<file path="src/hw/rtl/srs_pkg.sv">
`timescale 1ns / 1ps
`default_nettype none
// ----------------------------------------------------------------------------
// srs_pkg
// Shared types and constants of the sequential router / selector.
// ----------------------------------------------------------------------------
package srs_pkg;

  localparam int SLOTS      = 8;   // sample slots carried on the channels
  localparam int SLOT_BITS  = 16;  // width of one sample slot
  localparam int STEP_BITS  = 4;   // signed step, -1 while idle
  localparam int LAST_BITS  = 3;   // last step index after limiting
  localparam int REG_BITS   = 4;   // widest configuration register
  localparam int INDEX_BITS = 2;   // register index width

  typedef logic signed [STEP_BITS-1:0] step_t;

  localparam step_t STEP_IDLE = -4'sd1;

  // register indexes
  localparam logic [INDEX_BITS-1:0] REG_ROUTER_LAST   = 2'd0;
  localparam logic [INDEX_BITS-1:0] REG_SELECTOR_LAST = 2'd1;
  localparam logic [INDEX_BITS-1:0] REG_HOLD_MODE     = 2'd2;
  localparam logic [INDEX_BITS-1:0] REG_NORMAL_MODE   = 2'd3;

  // hold modes
  localparam logic [1:0] HOLD_TRACK_HOLD  = 2'd0;
  localparam logic [1:0] HOLD_TRACK_ONLY  = 2'd1;
  localparam logic [1:0] HOLD_SAMPLE_HOLD = 2'd2;

  // normal values for an unpatched receive
  localparam logic [1:0] NORM_SEND     = 2'd0;
  localparam logic [1:0] NORM_ZERO     = 2'd1;
  localparam logic [1:0] NORM_ASSOC    = 2'd2;
  localparam logic [1:0] NORM_SELECTED = 2'd3;

  typedef struct packed {
    logic        router_clock;
    logic        selector_clock;
    logic        selector_clock_present;
    logic        router_reset;
    logic        selector_reset;
    logic        selector_reset_present;
    logic [15:0] send_sample;
    logic [7:0]  receive_present_mask;
    logic [63:0] receives_low_four;
    logic [63:0] receives_high_four;
  } tick_t;

  typedef struct packed {
    logic [63:0] sends_low_four;
    logic [63:0] sends_high_four;
    logic [15:0] selector_out;
    step_t       router_position;
    step_t       selector_position;
  } result_t;

  // control of one step counter
  typedef struct packed {
    logic                 en;     // tick transfer this cycle
    logic                 clear;  // reset gate high
    logic                 rise;   // clock gate rising edge
    logic [LAST_BITS-1:0] last;   // last step index, already limited
  } step_ctl_t;

endpackage
`default_nettype wire

</file>
<file path="src/hw/rtl/srs_if.sv">
`timescale 1ns / 1ps
`default_nettype none
// ----------------------------------------------------------------------------
// srs_tick_if / srs_result_if
// Valid/ready channels for input ticks and result items.
// ----------------------------------------------------------------------------
interface srs_tick_if;
  logic            valid;
  logic            ready;
  srs_pkg::tick_t  data;

  modport source (output valid, output data, input ready);
  modport sink   (input valid, input data, output ready);
endinterface

interface srs_result_if;
  logic             valid;
  logic             ready;
  srs_pkg::result_t data;

  modport source (output valid, output data, input ready);
  modport sink   (input valid, input data, output ready);
endinterface
`default_nettype wire

</file>
<file path="src/hw/rtl/sequential_router_selector.sv">
`timescale 1ns / 1ps
`default_nettype none
// ----------------------------------------------------------------------------
// sequential_router_selector
// Eight-slot sequential switch: routes the send sample to the router step
// output and picks the receive at the selector step, one tick per transfer.
// ----------------------------------------------------------------------------
//
//  channel    dir   handshake      payload
//  ---------  ----  -------------  ----------------------------------------
//  ticks      in    valid/ready    gates, send sample, receive mask/samples
//  results    out   valid/ready    router outputs, selector out, positions
//  wr_*       in    wr_en only     reg_index, wr_data (4 bits)
//
//  one tick per cycle while results.ready is high: gate decode, step advance
//  and output muxing are combinational from the tick transfer into the result register
//  reset (rst, synchronous) idles both steps, clears held outputs and
//  restores the register defaults
//  a waiting result does not block input as long as results.ready is high;
//  ticks.ready drops only while the result register is full and stalled
//
module sequential_router_selector #(
  parameter int CHANNELS    = 8,
  parameter int SAMPLE_BITS = 16
) (
  input  wire logic                              clk,
  input  wire logic                              rst,
  srs_tick_if.sink                               ticks,
  srs_result_if.source                           results,
  input  wire logic                              wr_en,
  input  wire logic [srs_pkg::INDEX_BITS-1:0]    reg_index,
  input  wire logic [srs_pkg::REG_BITS-1:0]      wr_data
);

  localparam int SLOT_W = srs_pkg::SLOT_BITS;
  localparam int STEP_W = srs_pkg::STEP_BITS;
  localparam int LAST_W = srs_pkg::LAST_BITS;
  localparam logic [LAST_W-1:0] LAST_MAX = LAST_W'(CHANNELS - 1);

  // sign-extend a sample to its slot
  function automatic logic [SLOT_W-1:0] ext(input logic signed [SAMPLE_BITS-1:0] v);
    return SLOT_W'(v);
  endfunction

  // configuration registers
  logic [LAST_W-1:0]   router_last;
  logic [3:0]          selector_last;
  logic [1:0]          hold_mode;
  logic [1:0]          normal_mode;

  always_ff @(posedge clk) begin
    if (rst) begin
      router_last   <= 3'd7;
      selector_last <= 4'd8;
      hold_mode     <= srs_pkg::HOLD_TRACK_ONLY;
      normal_mode   <= srs_pkg::NORM_SEND;
    end else if (wr_en) begin
      unique case (reg_index)
        srs_pkg::REG_ROUTER_LAST:   router_last   <= wr_data[LAST_W-1:0];
        srs_pkg::REG_SELECTOR_LAST: selector_last <= wr_data;
        srs_pkg::REG_HOLD_MODE:     hold_mode     <= wr_data[1:0];
        srs_pkg::REG_NORMAL_MODE:   normal_mode   <= wr_data[1:0];
        default: ;
      endcase
    end
  end

  // handshake: result register frees up when taken
  logic accept;
  assign ticks.ready = !results.valid || results.ready;
  assign accept      = ticks.valid && ticks.ready;

  // gate decode
  logic prev_rclk, prev_sclk;
  logic rclk, sclk, rrst, srst, redge, sedge;

  assign rclk  = ticks.data.router_clock;
  assign sclk  = ticks.data.selector_clock_present ? ticks.data.selector_clock : rclk;
  assign rrst  = ticks.data.router_reset;
  assign srst  = ticks.data.selector_reset_present ? ticks.data.selector_reset : rrst;
  assign redge = rclk && !prev_rclk;
  assign sedge = sclk && !prev_sclk;

  // step lengths, limited to the channel count; selector values above 7 follow the router
  logic [LAST_W-1:0] rlast, slast;
  assign rlast = (router_last > LAST_MAX) ? LAST_MAX : router_last;
  always_comb begin
    if (selector_last > 4'd7) begin
      slast = rlast;
    end else if (selector_last[LAST_W-1:0] > LAST_MAX) begin
      slast = LAST_MAX;
    end else begin
      slast = selector_last[LAST_W-1:0];
    end
  end

  // step counters
  srs_pkg::step_ctl_t rctl, sctl;
  srs_pkg::step_t     rstep_next, sstep_next;

  assign rctl = '{en: accept, clear: rrst, rise: redge, last: rlast};
  assign sctl = '{en: accept, clear: srst, rise: sedge, last: slast};

  srs_step u_router_step (
    .clk       (clk),
    .rst       (rst),
    .ctl       (rctl),
    .step_next (rstep_next)
  );

  srs_step u_selector_step (
    .clk       (clk),
    .rst       (rst),
    .ctl       (sctl),
    .step_next (sstep_next)
  );

  // router outputs
  logic [SAMPLE_BITS-1:0] send_s;
  logic [SAMPLE_BITS-1:0] held      [CHANNELS];
  logic [SAMPLE_BITS-1:0] held_next [CHANNELS];
  logic                   sample_now;

  assign send_s     = ticks.data.send_sample[SAMPLE_BITS-1:0];
  // sample-and-hold only takes a new value on a router advance
  assign sample_now = (hold_mode != srs_pkg::HOLD_SAMPLE_HOLD) || (!rrst && redge);

  always_comb begin
    for (int i = 0; i < CHANNELS; i++) begin
      logic at;
      at = (rstep_next == STEP_W'(i));
      held_next[i] = held[i];
      case (hold_mode)
        srs_pkg::HOLD_TRACK_HOLD: begin
          if (at) held_next[i] = send_s;
        end
        srs_pkg::HOLD_SAMPLE_HOLD: begin
          if (at && sample_now) held_next[i] = send_s;
        end
        default: begin
          // track only: unselected outputs go to zero
          held_next[i] = at ? send_s : '0;
        end
      endcase
    end
  end

  // receive slots
  logic [SLOT_W-1:0] rx_slot [srs_pkg::SLOTS];
  always_comb begin
    for (int j = 0; j < srs_pkg::SLOTS / 2; j++) begin
      rx_slot[j]                     = ticks.data.receives_low_four[j*SLOT_W +: SLOT_W];
      rx_slot[j + srs_pkg::SLOTS/2]  = ticks.data.receives_high_four[j*SLOT_W +: SLOT_W];
    end
  end

  // selector lane pick
  logic [SAMPLE_BITS-1:0] sel_rx, sel_held, route_held, sel_val;
  logic                   sel_present, sel_active;
  logic [SAMPLE_BITS-1:0] last_sel;

  always_comb begin
    sel_rx      = '0;
    sel_held    = '0;
    route_held  = '0;  // idle router reads as zero
    sel_present = 1'b0;
    for (int i = 0; i < CHANNELS; i++) begin
      if (sstep_next == STEP_W'(i)) begin
        sel_rx      = rx_slot[i][SAMPLE_BITS-1:0];
        sel_held    = held_next[i];
        sel_present = ticks.data.receive_present_mask[i];
      end
      if (rstep_next == STEP_W'(i)) begin
        route_held = held_next[i];
      end
    end
  end

  assign sel_active = !sstep_next[STEP_W-1];

  always_comb begin
    if (sel_present) begin
      sel_val = sel_rx;
    end else begin
      case (normal_mode)
        srs_pkg::NORM_SEND:     sel_val = send_s;
        srs_pkg::NORM_ZERO:     sel_val = '0;
        srs_pkg::NORM_ASSOC:    sel_val = sel_held;
        srs_pkg::NORM_SELECTED: sel_val = route_held;
        default:                sel_val = '0;
      endcase
    end
  end

  logic [SAMPLE_BITS-1:0] last_sel_next;
  assign last_sel_next = sel_active ? sel_val : last_sel;

  // state update on each tick transfer
  always_ff @(posedge clk) begin
    if (rst) begin
      prev_rclk <= 1'b0;
      prev_sclk <= 1'b0;
      last_sel  <= '0;
      for (int i = 0; i < CHANNELS; i++) begin
        held[i] <= '0;
      end
    end else if (accept) begin
      prev_rclk <= rclk;
      prev_sclk <= sclk;
      last_sel  <= last_sel_next;
      for (int i = 0; i < CHANNELS; i++) begin
        held[i] <= held_next[i];
      end
    end
  end

  // result slots, unused channels read zero
  logic [SLOT_W-1:0] out_slot [srs_pkg::SLOTS];
  for (genvar j = 0; j < srs_pkg::SLOTS; j++) begin : g_slot
    if (j < CHANNELS) begin : g_used
      assign out_slot[j] = ext(held_next[j]);
    end else begin : g_unused
      assign out_slot[j] = '0;
    end
  end

  // result register
  always_ff @(posedge clk) begin
    if (rst) begin
      results.valid <= 1'b0;
    end else if (accept) begin
      results.valid <= 1'b1;
    end else if (results.ready) begin
      results.valid <= 1'b0;
    end
  end

  always_ff @(posedge clk) begin
    if (accept) begin
      results.data.sends_low_four    <= {out_slot[3], out_slot[2], out_slot[1], out_slot[0]};
      results.data.sends_high_four   <= {out_slot[7], out_slot[6], out_slot[5], out_slot[4]};
      results.data.selector_out      <= ext(last_sel_next);
      results.data.router_position   <= rstep_next;
      results.data.selector_position <= sstep_next;
    end
  end

endmodule
`default_nettype wire

</file>
<file path="src/hw/rtl/srs_step.sv">
`timescale 1ns / 1ps
`default_nettype none
// ----------------------------------------------------------------------------
// srs_step
// Step counter: wraps after the last step, idles at -1 while cleared.
// ----------------------------------------------------------------------------
module srs_step (
  input  wire logic               clk,
  input  wire logic               rst,
  input  wire srs_pkg::step_ctl_t ctl,
  output srs_pkg::step_t          step_next
);

  srs_pkg::step_t step;
  srs_pkg::step_t last_s;

  assign last_s = srs_pkg::step_t'({1'b0, ctl.last});

  always_comb begin
    step_next = step;
    if (ctl.clear) begin
      step_next = srs_pkg::STEP_IDLE;
    end else if (ctl.rise) begin
      if (step < last_s) begin
        step_next = step + 4'sd1;
      end else begin
        step_next = '0;
      end
    end
  end

  always_ff @(posedge clk) begin
    if (rst) begin
      step <= srs_pkg::STEP_IDLE;
    end else if (ctl.en) begin
      step <= step_next;
    end
  end

endmodule
`default_nettype wire

</file>
<file path="src/flat_wrapper.sv">
// flat-port wrapper written by rule: the top's interface ports become plain ports
module sequential_router_selector_flat 
#(
  parameter int CHANNELS    = 8,
  parameter int SAMPLE_BITS = 16
)
  (clk, rst, wr_en, reg_index, wr_data, ticks_valid, ticks_data, ticks_ready, results_valid, results_data, results_ready);
  srs_tick_if ticks_i ();
  srs_result_if results_i ();
  input  wire logic clk;
  input  wire logic rst;
  input  wire logic wr_en;
  input  wire logic [srs_pkg::INDEX_BITS-1:0] reg_index;
  input  wire logic [srs_pkg::REG_BITS-1:0] wr_data;
  input wire logic [$bits(ticks_i.valid)-1:0] ticks_valid;
  input wire logic [$bits(ticks_i.data)-1:0] ticks_data;
  output wire logic [$bits(ticks_i.ready)-1:0] ticks_ready;
  output wire logic [$bits(results_i.valid)-1:0] results_valid;
  output wire logic [$bits(results_i.data)-1:0] results_data;
  input wire logic [$bits(results_i.ready)-1:0] results_ready;
  assign ticks_i.valid = ticks_valid;
  assign ticks_i.data = ticks_data;
  assign ticks_ready = ticks_i.ready;
  assign results_valid = results_i.valid;
  assign results_data = results_i.data;
  assign results_i.ready = results_ready;
  sequential_router_selector #(.CHANNELS(CHANNELS), .SAMPLE_BITS(SAMPLE_BITS)) u_core (.clk(clk), .rst(rst), .ticks(ticks_i), .results(results_i), .wr_en(wr_en), .reg_index(reg_index), .wr_data(wr_data));
endmodule
</file>
<file path="config.mk">
export PLATFORM = sky130hd
export DESIGN_NAME = sequential_router_selector_flat
export DESIGN_NICKNAME = d
export VERILOG_FILES = /design/src/hw/rtl/srs_pkg.sv /design/src/hw/rtl/srs_if.sv /design/src/hw/rtl/sequential_router_selector.sv /design/src/hw/rtl/srs_step.sv /design/src/flat_wrapper.sv
export SDC_FILE = /design/constraint.sdc
export NUM_CORES = 1
export LEC_CHECK = 0
export ABC_AREA = 1
export BUFFER_PORTS_ARGS = -buffer_cell sky130_fd_sc_hd__buf_2
export CORE_AREA = 3 3 184 186
export CTS_BUF_LIST = sky130_fd_sc_hd__clkbuf_8
export DETAILED_ROUTE_END_ITERATION = 6
export DIE_AREA = 0 0 187 189
export HOLD_SLACK_MARGIN = 0.15
export PLACE_DENSITY = 0.8
export SLEW_MARGIN = 20
export SYNTH_ARGS = -nofsm -noshare
export SYNTH_HDL_FRONTEND = slang
export SYNTH_SLANG_ARGS = --single-unit
</file>
<file path="constraint.sdc">
create_clock -name clk -period 7.9 [get_ports clk]
set_input_delay 0.395 -clock clk [delete_from_list [all_inputs] [get_ports clk]]
set_output_delay 0.395 -clock clk [all_outputs]
set_load 0.05 [all_outputs]
</file>
After elaboration in Yosys (flattened, before gate mapping):

Memory sizes are Yosys's and may differ from the RTL's.
Cells that the tools add are included.

* add/subtract/negate cells: 2
* order comparisons: 5
* equality and inequality tests: 22
* mux-type cells: 93
* bitwise logic cells: 8
* reduce and logical (&&, ||, !) cells: 28

Operator list (count)
* two-way mux 16 bit: 58
* one-hot mux 16 bit (2 select lines): 8
* one-hot mux 16 bit (4 select lines): 1
* equality test 4 bit (second input constant): 8
* two-way mux 4 bit: 6
* two-way mux 1 bit: 17
* equality test 4 x 3 -> 1 bit (second input constant): 4
* logical AND 1 bit: 12
* equality test 2 bit (second input constant): 5
* two-way mux 3 bit: 3
* adder 4 x 2 -> 4 bit (second input constant): 2
* equality test 4 x 2 -> 1 bit (second input constant): 2
* logical NOT 4 bit: 2
* < comparator 4 bit: 2
* bitwise OR 1 bit: 8
* AND reduction 2 bit: 4
* > comparator 3 bit (second input constant): 2
* logical NOT 2 bit: 3
* equality test 2 x 1 -> 1 bit (second input constant): 2
* > comparator 4 x 3 -> 1 bit (second input constant): 1
* logical NOT 1 bit: 4
* logical OR 1 bit: 2
* != test 2 bit (second input constant): 1
* nonzero test 2 bit: 1

* register bits: 190
* bits in writable memories: 128
* output and inout bits: 154
* logic and storage cells: 174
* memories kept: 1

Memory list
* u_core.held: words 8, bits a word 16, read ports 8, clocked after Yosys merged registers in 0, write ports 8, RTL line sequential_router_selector.sv:120 `logic [SAMPLE_BITS-1:0] held [CHANNELS];`

Depth between registers and ports, before layout:

Gate-level depths: netlist of run 1.

* word-level depth: 21
* gate-level depth with buffers: 27

Cells and area by module:

A second synthesis of run 1 with hierarchy kept.

* cells, all modules: 2547
* area, all modules: 19357.3 um^2

Modules (own cells, without submodules)
* sequential_router_selector: instances 1, cells each 2449, area an instance 18739.2 um^2
* srs_step: instances 2, cells each 49, area an instance 309.0 um^2

Least setup slack after synthesis of run 1:

OpenSTA, ideal clock, no wires.

* path kind: reg2reg
* start point: register u_core.results.valid
* end point: memory u_core.held[0][0] (enable)
* library setup time: 0.427 ns
* arrival time: 6.464 ns
* data required time: 7.473 ns
* path slack: 1.009 ns
* cell stages (with the launch flop): 6
* path buffers: 0
* period minus slack after synthesis: 6.891 ns
* path through: dfxtp_1 > nand2_1 > nand2_1 > inv_1 > nor2_1 > inv_2

RTL lines
* start: declaration: RTL line srs_if.sv:21 `modport source (output valid, output data, input ready);`
* start signal: assignment: RTL line sequential_router_selector.sv:230 `results.valid <= 1'b0;`
* start signal: assignment: RTL line sequential_router_selector.sv:232 `results.valid <= 1'b1;`
* start signal: assignment: RTL line sequential_router_selector.sv:234 `results.valid <= 1'b0;`
* end: declaration: RTL line sequential_router_selector.sv:120

Worst setup path after layout of run 1:

* start point: register u_core.selector_last[3]
* end point: register u_core.results.data[8] (netlist name)

* cells in the longest elaborated chain, start to end: 18

RTL lines
* start: declaration: RTL line sequential_router_selector.sv:47 `logic [3:0] selector_last;`
* start signal: assignment: RTL line sequential_router_selector.sv:60 `srs_pkg::REG_SELECTOR_LAST: selector_last <= wr_data;`
* > comparator 4 x 3 -> 1 bit (*): RTL line sequential_router_selector.sv:88 `if (selector_last > 4'd7) begin`
* two-way mux 3 bit (*): RTL line sequential_router_selector.sv:88
* < comparator 4 bit (*): RTL line srs_step.sv:24 `if (step < last_s) begin`
* two-way mux 4 bit (*): RTL line srs_step.sv:24
* two-way mux 4 bit (*): RTL line srs_step.sv:23 `end else if (ctl.rise) begin`
* two-way mux 4 bit (*): RTL line srs_step.sv:21 `if (ctl.clear) begin`
* logical NOT 4 bit: RTL line sequential_router_selector.sv:168 `if (sstep_next == STEP_W'(i)) begin`
* two-way mux 16 bit (8 in series): RTL line sequential_router_selector.sv:168
* one-hot mux 16 bit (4 select lines): RTL line sequential_router_selector.sv:185 `case (normal_mode)`
* two-way mux 16 bit: RTL line sequential_router_selector.sv:182 `if (sel_present) begin`
* two-way mux 16 bit (*): RTL line sequential_router_selector.sv:196 `assign last_sel_next = sel_active ? sel_val : last_sel;`
* named net u_core.last_sel_next[0]: RTL line sequential_router_selector.sv:195 `logic [SAMPLE_BITS-1:0] last_sel_next;`

Mark *: on every way through the listed nets, which the timed path passes. The rest lies on a longest branch.
A chain may end at the register's enable or synchronous reset.

==> results of run 1 <==
==> report_power, final <==
part,switching (W),internal [W],total [W]
registers,0.0000503,0.00195,0.00200
clock network,0.000681,0.000783,0.00146
logic,0.000629,0.000180,0.000810
total,0.00136,0.00291,0.00427
==> critical path: stages, from the launching register on <==
cell      delay [ns]
dfxtp_1         0.40
o21ai_0         0.11
ha_1            0.28
nand2_1         0.05
nand2_1         0.05
nand2_1         0.05
a21oi_2         0.18
nand2_1         0.11
nand2_2         0.12
nand2_4         0.24
inv_2           0.19
nand2_4         0.10
nor2_4          0.10
buf_4           0.44
inv_2           0.31
or2_1           0.65
nand2_4         0.38
nor2_1          0.08
nor2_1          0.26
a21boi_1        0.12
==> metal layers <==
metal  wire (um)  vias up  track usage [%]  part of all wire, %
met2       32420     1688            62.97                   45
met5           0        -                0                    0
met4        5612        0            25.62                  7.8
li1            -     8503                -                    -
met1       24580     8848            48.87                   34
met3        9790      337            9.850                   14
==> sequential cells by signal, indices dropped and copies added (netlist names) <==
name                         count
u_core.u_selector_step.step      4
u_core.prev_rclk                 1
u_core.hold_mode                 2
u_core.u_router_step.step        4
u_core.last_sel                 16
u_core.held                    128
u_core.selector_last             4
u_core.normal_mode               2
u_core.results.data            152
u_core.results.valid             1
u_core.prev_sclk                 1
u_core.router_last               3
==> what timing repair did <==
item | in CTS | in global routing
buffers inserted | 0 | 0
hold endpoints to repair | 11 | 0
hold buffers | 8 | 0
==> per-stage QoR <==
stage | instances | worst slack [ns] | util [%] | hold slack [ns]
global route | 3112 | 3.258 | 66.88 | 0.1896
finish | 3112 | 3.379 | 66.88 | 0.1918
detailed placement | 3010 | 3.592 | 63.44 | 0.4391
floorplan | 2363 | 1.009 | - | 0.4186
CTS | 3112 | 3.571 | 66.88 | 0.1666
global placement | 3010 | 3.279 | 63.44 | 0.4292
==> worst paths after layout <==
path                                                 to  slack [ns]
worst max-delay path             u_core.results.data[8]        3.38
worst min-delay path            u_core.selector_last[0]        0.19
worst max register to register   u_core.results.data[8]        3.38
worst min register to register      u_core.last_sel[13]        0.45
==> cell type report <==
cell class | count | area, sq um
inverter | 263 | 997.2
clock buffer | 56 | 770.7
sequential | 318 | 9169
clock inverter | 38 | 265.3
multi-input combinational | 1646 | 8115
timing repair buffer | 349 | 1834
tap | 442 | 553.0
fill | 2797 | 10750
==> kinds of logic (layout without fill, tap and decap cells) <==
kind of cell / Yosys count / count (layout)
AND/OR/NAND/NOR: 1343 / 1343
buffers and inverters: 399 / 706
flip-flops: 318 / 318
AO/OA/AOI/OAI: 293 / 293
adder cells (fa/ha/maj): 6 / 6
XOR/XNOR: 4 / 4
==> placed cells by master (no fill, tap or decap), types with 18 or more instances in the layout <==
cell,n
o211ai_1,24
a31oi_1,34
a21oi_1,101
nand2_1,631
buf_4,19
edfxtp_1,280
inv_2,28
dfxtp_1,38
clkbuf_8,56
nand3_1,364
inv_1,242
nand2_2,27
nor2_1,195
o21ai_1,40
nand3_2,20
o21ai_0,35
o211ai_2,18
nand4_1,48
buf_2,322
==> results.py, run 1 <==
metrics = {
    "logic_synthesis": {
        "avgSynthCellArea_sq_um": 8.023,
        "synth_commonest_cells": "631 x nand2_1, 364 x nand3_1, 280 x edfxtp_1",
        "yosysSeqAreaShare_pct": 48.36,
        "synth_xor_xnor_area_share_pct": 0.1848,
        "yosysTopAreaCell": "edfxtp_1",
        "synth.most_common_cell": "nand2_1",
        "synth_compound_area_share_pct": 9.661,
        "netlist_area_sq_mm": 0.01896,
        "synth_seq_cells": 318,
        "synth-simple-area-share_pct": 32.44,
        "synth-edff-count": 280,
        "syn-instance-count": 2363,
        "syn_nets": 2538,
        "yosys.area_share.adder_pct": 0.3960,
        "dominantRegCellSynth": "edfxtp_1",
        "synthArstFlopShare_pct": 0,
        "synthMuxAreaShare_pct": 0,
        "yosysWarnings": 0,
        "synth_top_family_by_area": "simple AND/OR/NAND/NOR gates",
        "synth_area_leaders": "edfxtp_1 44%, nand2_1 12%, nand3_1 9.6%",
        "synth_cell_types": 51,
        "synth_top_area_share_pct": 44.35,
    },
    "floorplanning": {
        "boundaryPins": 323,
        "core.rowCount": 66,
        "start_util_pct": 58.42,
        "die_y_um": 189,
        "die_w_um": 187,
        "core-area_sq_mm": 0.03245,
        "dieArea_sq_mm": 0.03534,
    },
    "sta": {
        "setup_viol": 0,
        "period_needed_ns": 4.521,
        "fmax_ghz": 0.2212,
        "slew_headroom_pct": 26.37,
        "slew_violations": 0,
        "worst_slew_pin_slew_ns": 1.104,
        "fin_skew_ns": 0.02033,
        "setup_tns_ns": 0,
        "finalHoldViolCount": 0,
        "finalCritPeriodShare_pct": 57.22,
        "grt_setup_unrepaired": "false",
    },
    "global_route": {
        "grt-ovfl-total": 0,
        "antenna_found_initial": 1,
        "grt_usage_pct": 39.74,
        "grt_pass1_wl_um": 107500,
        "grt_start_max_net_pins": 85,
        "first_global_vias": 18014,
    },
    "setup_path": {
        "cp-start-kind": "flop",
        "critPathLaunch": "u_core.selector_last[3]",
        "cp_max_fo": 39,
        "reg2reg_depth": 19,
        "worst_ep_required_time_ns": 8.23,
        "cp-end-kind": "flop",
        "arrival_ns": 4.85,
        "r2r_start": "u_core.selector_last[3]",
        "critical_path_class": "flop to flop",
    },
    "placed_design": {
        "gp_congestion": 1.029,
        "dp_hpwl_um": 50220,
        "placement.cell_area_sq_mm": 0.02059,
        "portBuffers": 322,
    },
    "routing": {
        "drt_iter0_drc": 3061,
        "avgRoutedWirePerCell_um": 23.27,
        "drcViolationCount": 8,
        "vias": 19376,
        "avgViaCountPerCell": 6.226,
        "wl_um": 72400,
        "ant_nets": 0,
        "drt_pass1_iterations": 7,
    },
    "hold_path": {
        "holdCritStartpoint": "wr_en",
        "hold_depth": 3,
        "holdCritPathClass": "input port to flop",
    },
    "cts": {
        "cts-root-buf": "clkbuf_8",
        "h-tree-depth": 2,
        "cts_tree": "built",
        "clock_sinks": 318,
        "cts_resized": 0,
        "clockBufferDepth": 3,
        "cts_buffers": 51,
        "clock_latency_ns": 0.60,
        "clkTransAtPathRegs_ns": 0.06,
    },
    "layout": {
        "fin_nets": 2804,
        "area_delta_synth_final_pct": 14.48,
        "antenna_cells": 0,
        "fin_area_sq_mm": 0.02170,
        "drive_gt1_share_pct": 20.94,
    },
    "status": {
        "status": "finished with violations",
        "violations": "design-rule violations",
    },
    "pwr": {
        "power_density_mw_per_mm2": 196.7,
        "cellLeakagePower_nw": 10.16,
        "vdd_ir_drop_max_mv": 0.1060,
        "finalPower_w": 0.004269,
    },
    "flow_run": {
        "drv_cap": 0,
    },
}
Note: power is estimated with default switching activity, not from simulation.
==> run 2: changes to the inputs <==
--- a/config.mk
+++ b/config.mk
@@ -5,14 +5,14 @@
 export SDC_FILE = /design/constraint.sdc
 export NUM_CORES = 1
 export LEC_CHECK = 0
-export ABC_AREA = 1
+export ABC_AREA = 0
 export BUFFER_PORTS_ARGS = -buffer_cell sky130_fd_sc_hd__buf_2
-export CORE_AREA = 3 3 184 186
+export CORE_AREA = 3 3 188 190
 export CTS_BUF_LIST = sky130_fd_sc_hd__clkbuf_8
 export DETAILED_ROUTE_END_ITERATION = 6
-export DIE_AREA = 0 0 187 189
+export DIE_AREA = 0 0 191 193
 export HOLD_SLACK_MARGIN = 0.15
-export PLACE_DENSITY = 0.8
+export PLACE_DENSITY = 0.77
 export SLEW_MARGIN = 20
 export SYNTH_ARGS = -nofsm -noshare
 export SYNTH_HDL_FRONTEND = slang
==> constraint.sdc (replaced) <==
create_clock -name clk -period 3.9 [get_ports clk]
set_input_delay 0.195 -clock clk [delete_from_list [all_inputs] [get_ports clk]]
set_output_delay 0.195 -clock clk [all_outputs]
set_load 0.05 [all_outputs]
==> results.py, run 2 <==
metrics = {
    "setup_path": {
        "regToRegSetupSlack_ns": -0.64,
        "cp-end-kind": "flop",
        "worst_ep_required_time_ns": 4.31,
        "cp_max_fo": 8,
        "critical_path_class": "flop to flop",
        "reg2reg_depth": 15,
        "arrival_ns": 4.95,
        "r2r_start": "u_core.selector_last[3]",
        "rr_endpoint": "u_core.results.data[8]",
        "cp-start-kind": "flop",
    },
    "routing": {
        "drt_pass1_iterations": 7,
        "avgViaCountPerCell": 6.841,
        "drcViolationCount": 9,
        "wl_um": 92990,
        "vias": 20291,
        "drt_iter0_drc": 3479,
        "ant_nets": 0,
        "avgRoutedWirePerCell_um": 31.35,
    },
    "cts": {
        "clock_latency_ns": 0.67,
        "h-tree-depth": 2,
        "clock_sinks": 318,
        "cts_buffers": 53,
        "cts-root-buf": "clkbuf_8",
        "clockBufferDepth": 3,
        "cts_tree": "built",
        "clkTransAtPathRegs_ns": 0.07,
    },
    "sta": {
        "fin_ws_ns": -0.6399,
        "fmax_ghz": 0.2203,
        "slew_violations": 0,
        "finalHoldViolCount": 0,
        "period_needed_ns": 4.540,
        "setup_viol": 8,
        "worst_slew_pin_slew_ns": 1.362,
        "slew_headroom_pct": 9.228,
        "finalCritPeriodShare_pct": 116.4,
        "fin_skew_ns": 0.05108,
        "grt_setup_unrepaired": "true",
    },
    "logic_synthesis": {
        "yosysTopAreaCell": "edfxtp_1",
        "dominantRegCellSynth": "edfxtp_1",
        "yosysSeqAreaShare_pct": 51.30,
        "synth_top_area_share_pct": 47.04,
        "netlist_area_sq_mm": 0.01787,
        "synth_area_leaders": "edfxtp_1 47%, dfxtp_1 4.3%, nand2_1 4.0%",
        "synth-edff-count": 280,
        "synth_seq_cells": 318,
        "synth_cell_types": 89,
        "yosysWarnings": 0,
        "avgSynthCellArea_sq_um": 10.06,
        "syn-instance-count": 1777,
        "syn_nets": 1952,
        "synthArstFlopShare_pct": 0,
        "synth_commonest_cells": "280 x edfxtp_1, 190 x nand2_1, 143 x nor2_1",
        "synth.most_common_cell": "edfxtp_1",
    },
    "hold_path": {
        "holdCritPathClass": "input port to flop",
        "min_delay_worst_endpoint": "u_core.last_sel[12]",
        "holdCritStartpoint": "ticks_data[44]",
        "hold_depth": 5,
    },
    "layout": {
        "largest_register": "u_core.results.data",
        "final_common_cell": "buf_4",
        "fin_util_pct": 74.52,
        "drive_gt1_share_pct": 35.19,
        "reg_top3": "u_core.results.data (152), u_core.held (128), u_core.last_sel (16)",
        "area_delta_synth_final_pct": 40.16,
        "layout_common_cells": "323 x buf_4, 322 x buf_2, 280 x edfxtp_1",
        "fin_nets": 2643,
        "largest_reg_flops": 152,
    },
    "global_route": {
        "grt_usage_pct": 48.49,
        "first_global_vias": 19254,
        "antenna_found_initial": 12,
        "grt_pass1_wl_um": 129600,
        "grt_start_max_net_pins": 161,
        "grt-ovfl-total": 0,
    },
    "floorplanning": {
        "die_y_um": 193,
        "die_w_um": 191,
        "core.rowCount": 67,
        "boundaryPins": 323,
        "start_util_pct": 53.17,
        "dieArea_sq_mm": 0.03686,
        "core-area_sq_mm": 0.03362,
    },
    "pwr": {
        "power_density_mw_per_mm2": 375.0,
        "finalPower_w": 0.009394,
        "cellLeakagePower_nw": 10.70,
        "vdd_ir_drop_max_mv": 0.3630,
    },
    "placed_design": {
        "pre_cts_ws_ns": -0.4459,
        "dp_hpwl_um": 63620,
        "portBuffers": 322,
        "gp_congestion": 1.057,
    },
    "status": {
        "violations": "design-rule violations, negative setup slack",
        "status": "finished with violations",
    },
    "flow_run": {
        "drv_cap": 0,
    },
}
-- run 2: changes by cell type after synthesis, moves of 41 or more --
| cell | delta |
|---|---|
| nand2_1 | -441 |
| nand3_1 | -311 |
| inv_1 | -157 |
| and2_1 | +65 |
| mux2i_1 | +57 |
| nor2_1 | -55 |
| nor2b_1 | +48 |
| a22oi_1 | +42 |
| clkbuf_1 | +41 |
-- run 2: per-stage QoR --
step,setup TNS [ns],hold WS [ns],instances,cell area [sq um]
3_5_place_dp,-7.124,0.4391,2742,22150
2_1_floorplan,0,0.3128,1777,17910
5_1_grt,-2.235,0.1746,2960,25040
6_report,-1.855,0.1330,2966,25050
4_1_cts,-0.09641,0.1505,2934,24340
3_3_place_gp,-2.245,0.4201,2742,22150
-- run 2: final cells by class --
type | instances | area, sq um
Sequential cell | 318 | 9176
Fill cell | 2292 | 8564
Multi-Input combinational cell | 1254 | 8437
Timing Repair Buffer | 768 | 5505
Clock buffer | 57 | 784.5
Tap cell | 448 | 560.5
Inverter | 73 | 285.3
Clock inverter | 39 | 280.3
Antenna cell | 9 | 22.52
-- run 2: routing by layer --
layer / wire, um / GRT usage [%]
met3: 14210 / 19.13
met1: 32130 / 60.02
met2: 38920 / 70.28
met5: 148 / 2.255
met4: 7590 / 32.09
-- run 2: cell families (layout without fill, tap and decap cells) --
family / after synthesis / count (layout) / synth area share (%)
AOI/OAI and AO/OA: 579 / 579 / 23.49
buffers and inverters: 205 / 937 / 4.711
other: 0 / 9 / 0
and+or+nand+nor: 599 / 599 / 16.11
xor gates and xnor gates: 3 / 3 / 0.1470
adders and majority gates: 6 / 6 / 0.4200
muxes: 67 / 67 / 3.822
DFF: 318 / 318 / 51.30
-- run 2: worst max path at each step --
stage | from | to | slack [ns] | cells past startpoint
floorplan | u_core.results.valid | u_core.held[0][0] | 0.06 | 6
global placement | u_core.selector_last[3] | u_core.results.data[15] | -0.28 | 16
detailed placement | u_core.selector_last[3] | u_core.results.data[15] | -0.45 | 15
CTS | u_core.router_last[1] | u_core.results.data[15] | -0.08 | 15
global route | u_core.selector_last[3] | u_core.results.data[8] | -0.62 | 15
finish | u_core.selector_last[3] | u_core.results.data[8] | -0.64 | 15
-- run 2: power breakdown --
| part | switching [W] | leakage, nW | total, W | internal, W |
|---|---|---|---|---|
| Combinational | 0.00150 | 6.84 | 0.00227 | 0.000768 |
| Sequential | 0.000110 | 3.25 | 0.00402 | 0.00391 |
| Clock | 0.00149 | 0.614 | 0.00311 | 0.00162 |
| Total | 0.00310 | 10.7 | 0.00939 | 0.00630 |
-- run 2: worst max-delay path, cell delays in order, from the launching register on --
cell	delay, ns
dfxtp_4	0.38
mux2i_4	0.21
ha_4	0.18
or3_4	0.38
o221a_1	0.28
buf_6	0.15
o211a_4	0.25
buf_4	0.18
nand2_2	0.14
nor2_4	0.11
buf_4	0.16
a222oi_1	1.14
nand2_1	0.16
nor2_1	0.22
a21oi_1	0.10
a22o_1	0.21
-- run 2: repair_timing --
item | CTS | global route
buffers inserted | 4 | 21
endpoints found under the hold margin | 76 | 1
gates resized for setup | 35 | 108
gates cloned | 1 | 1
hold buffers | 91 | 2
endpoints found under the setup margin | 32 | 32
pin swaps | 5 | 46
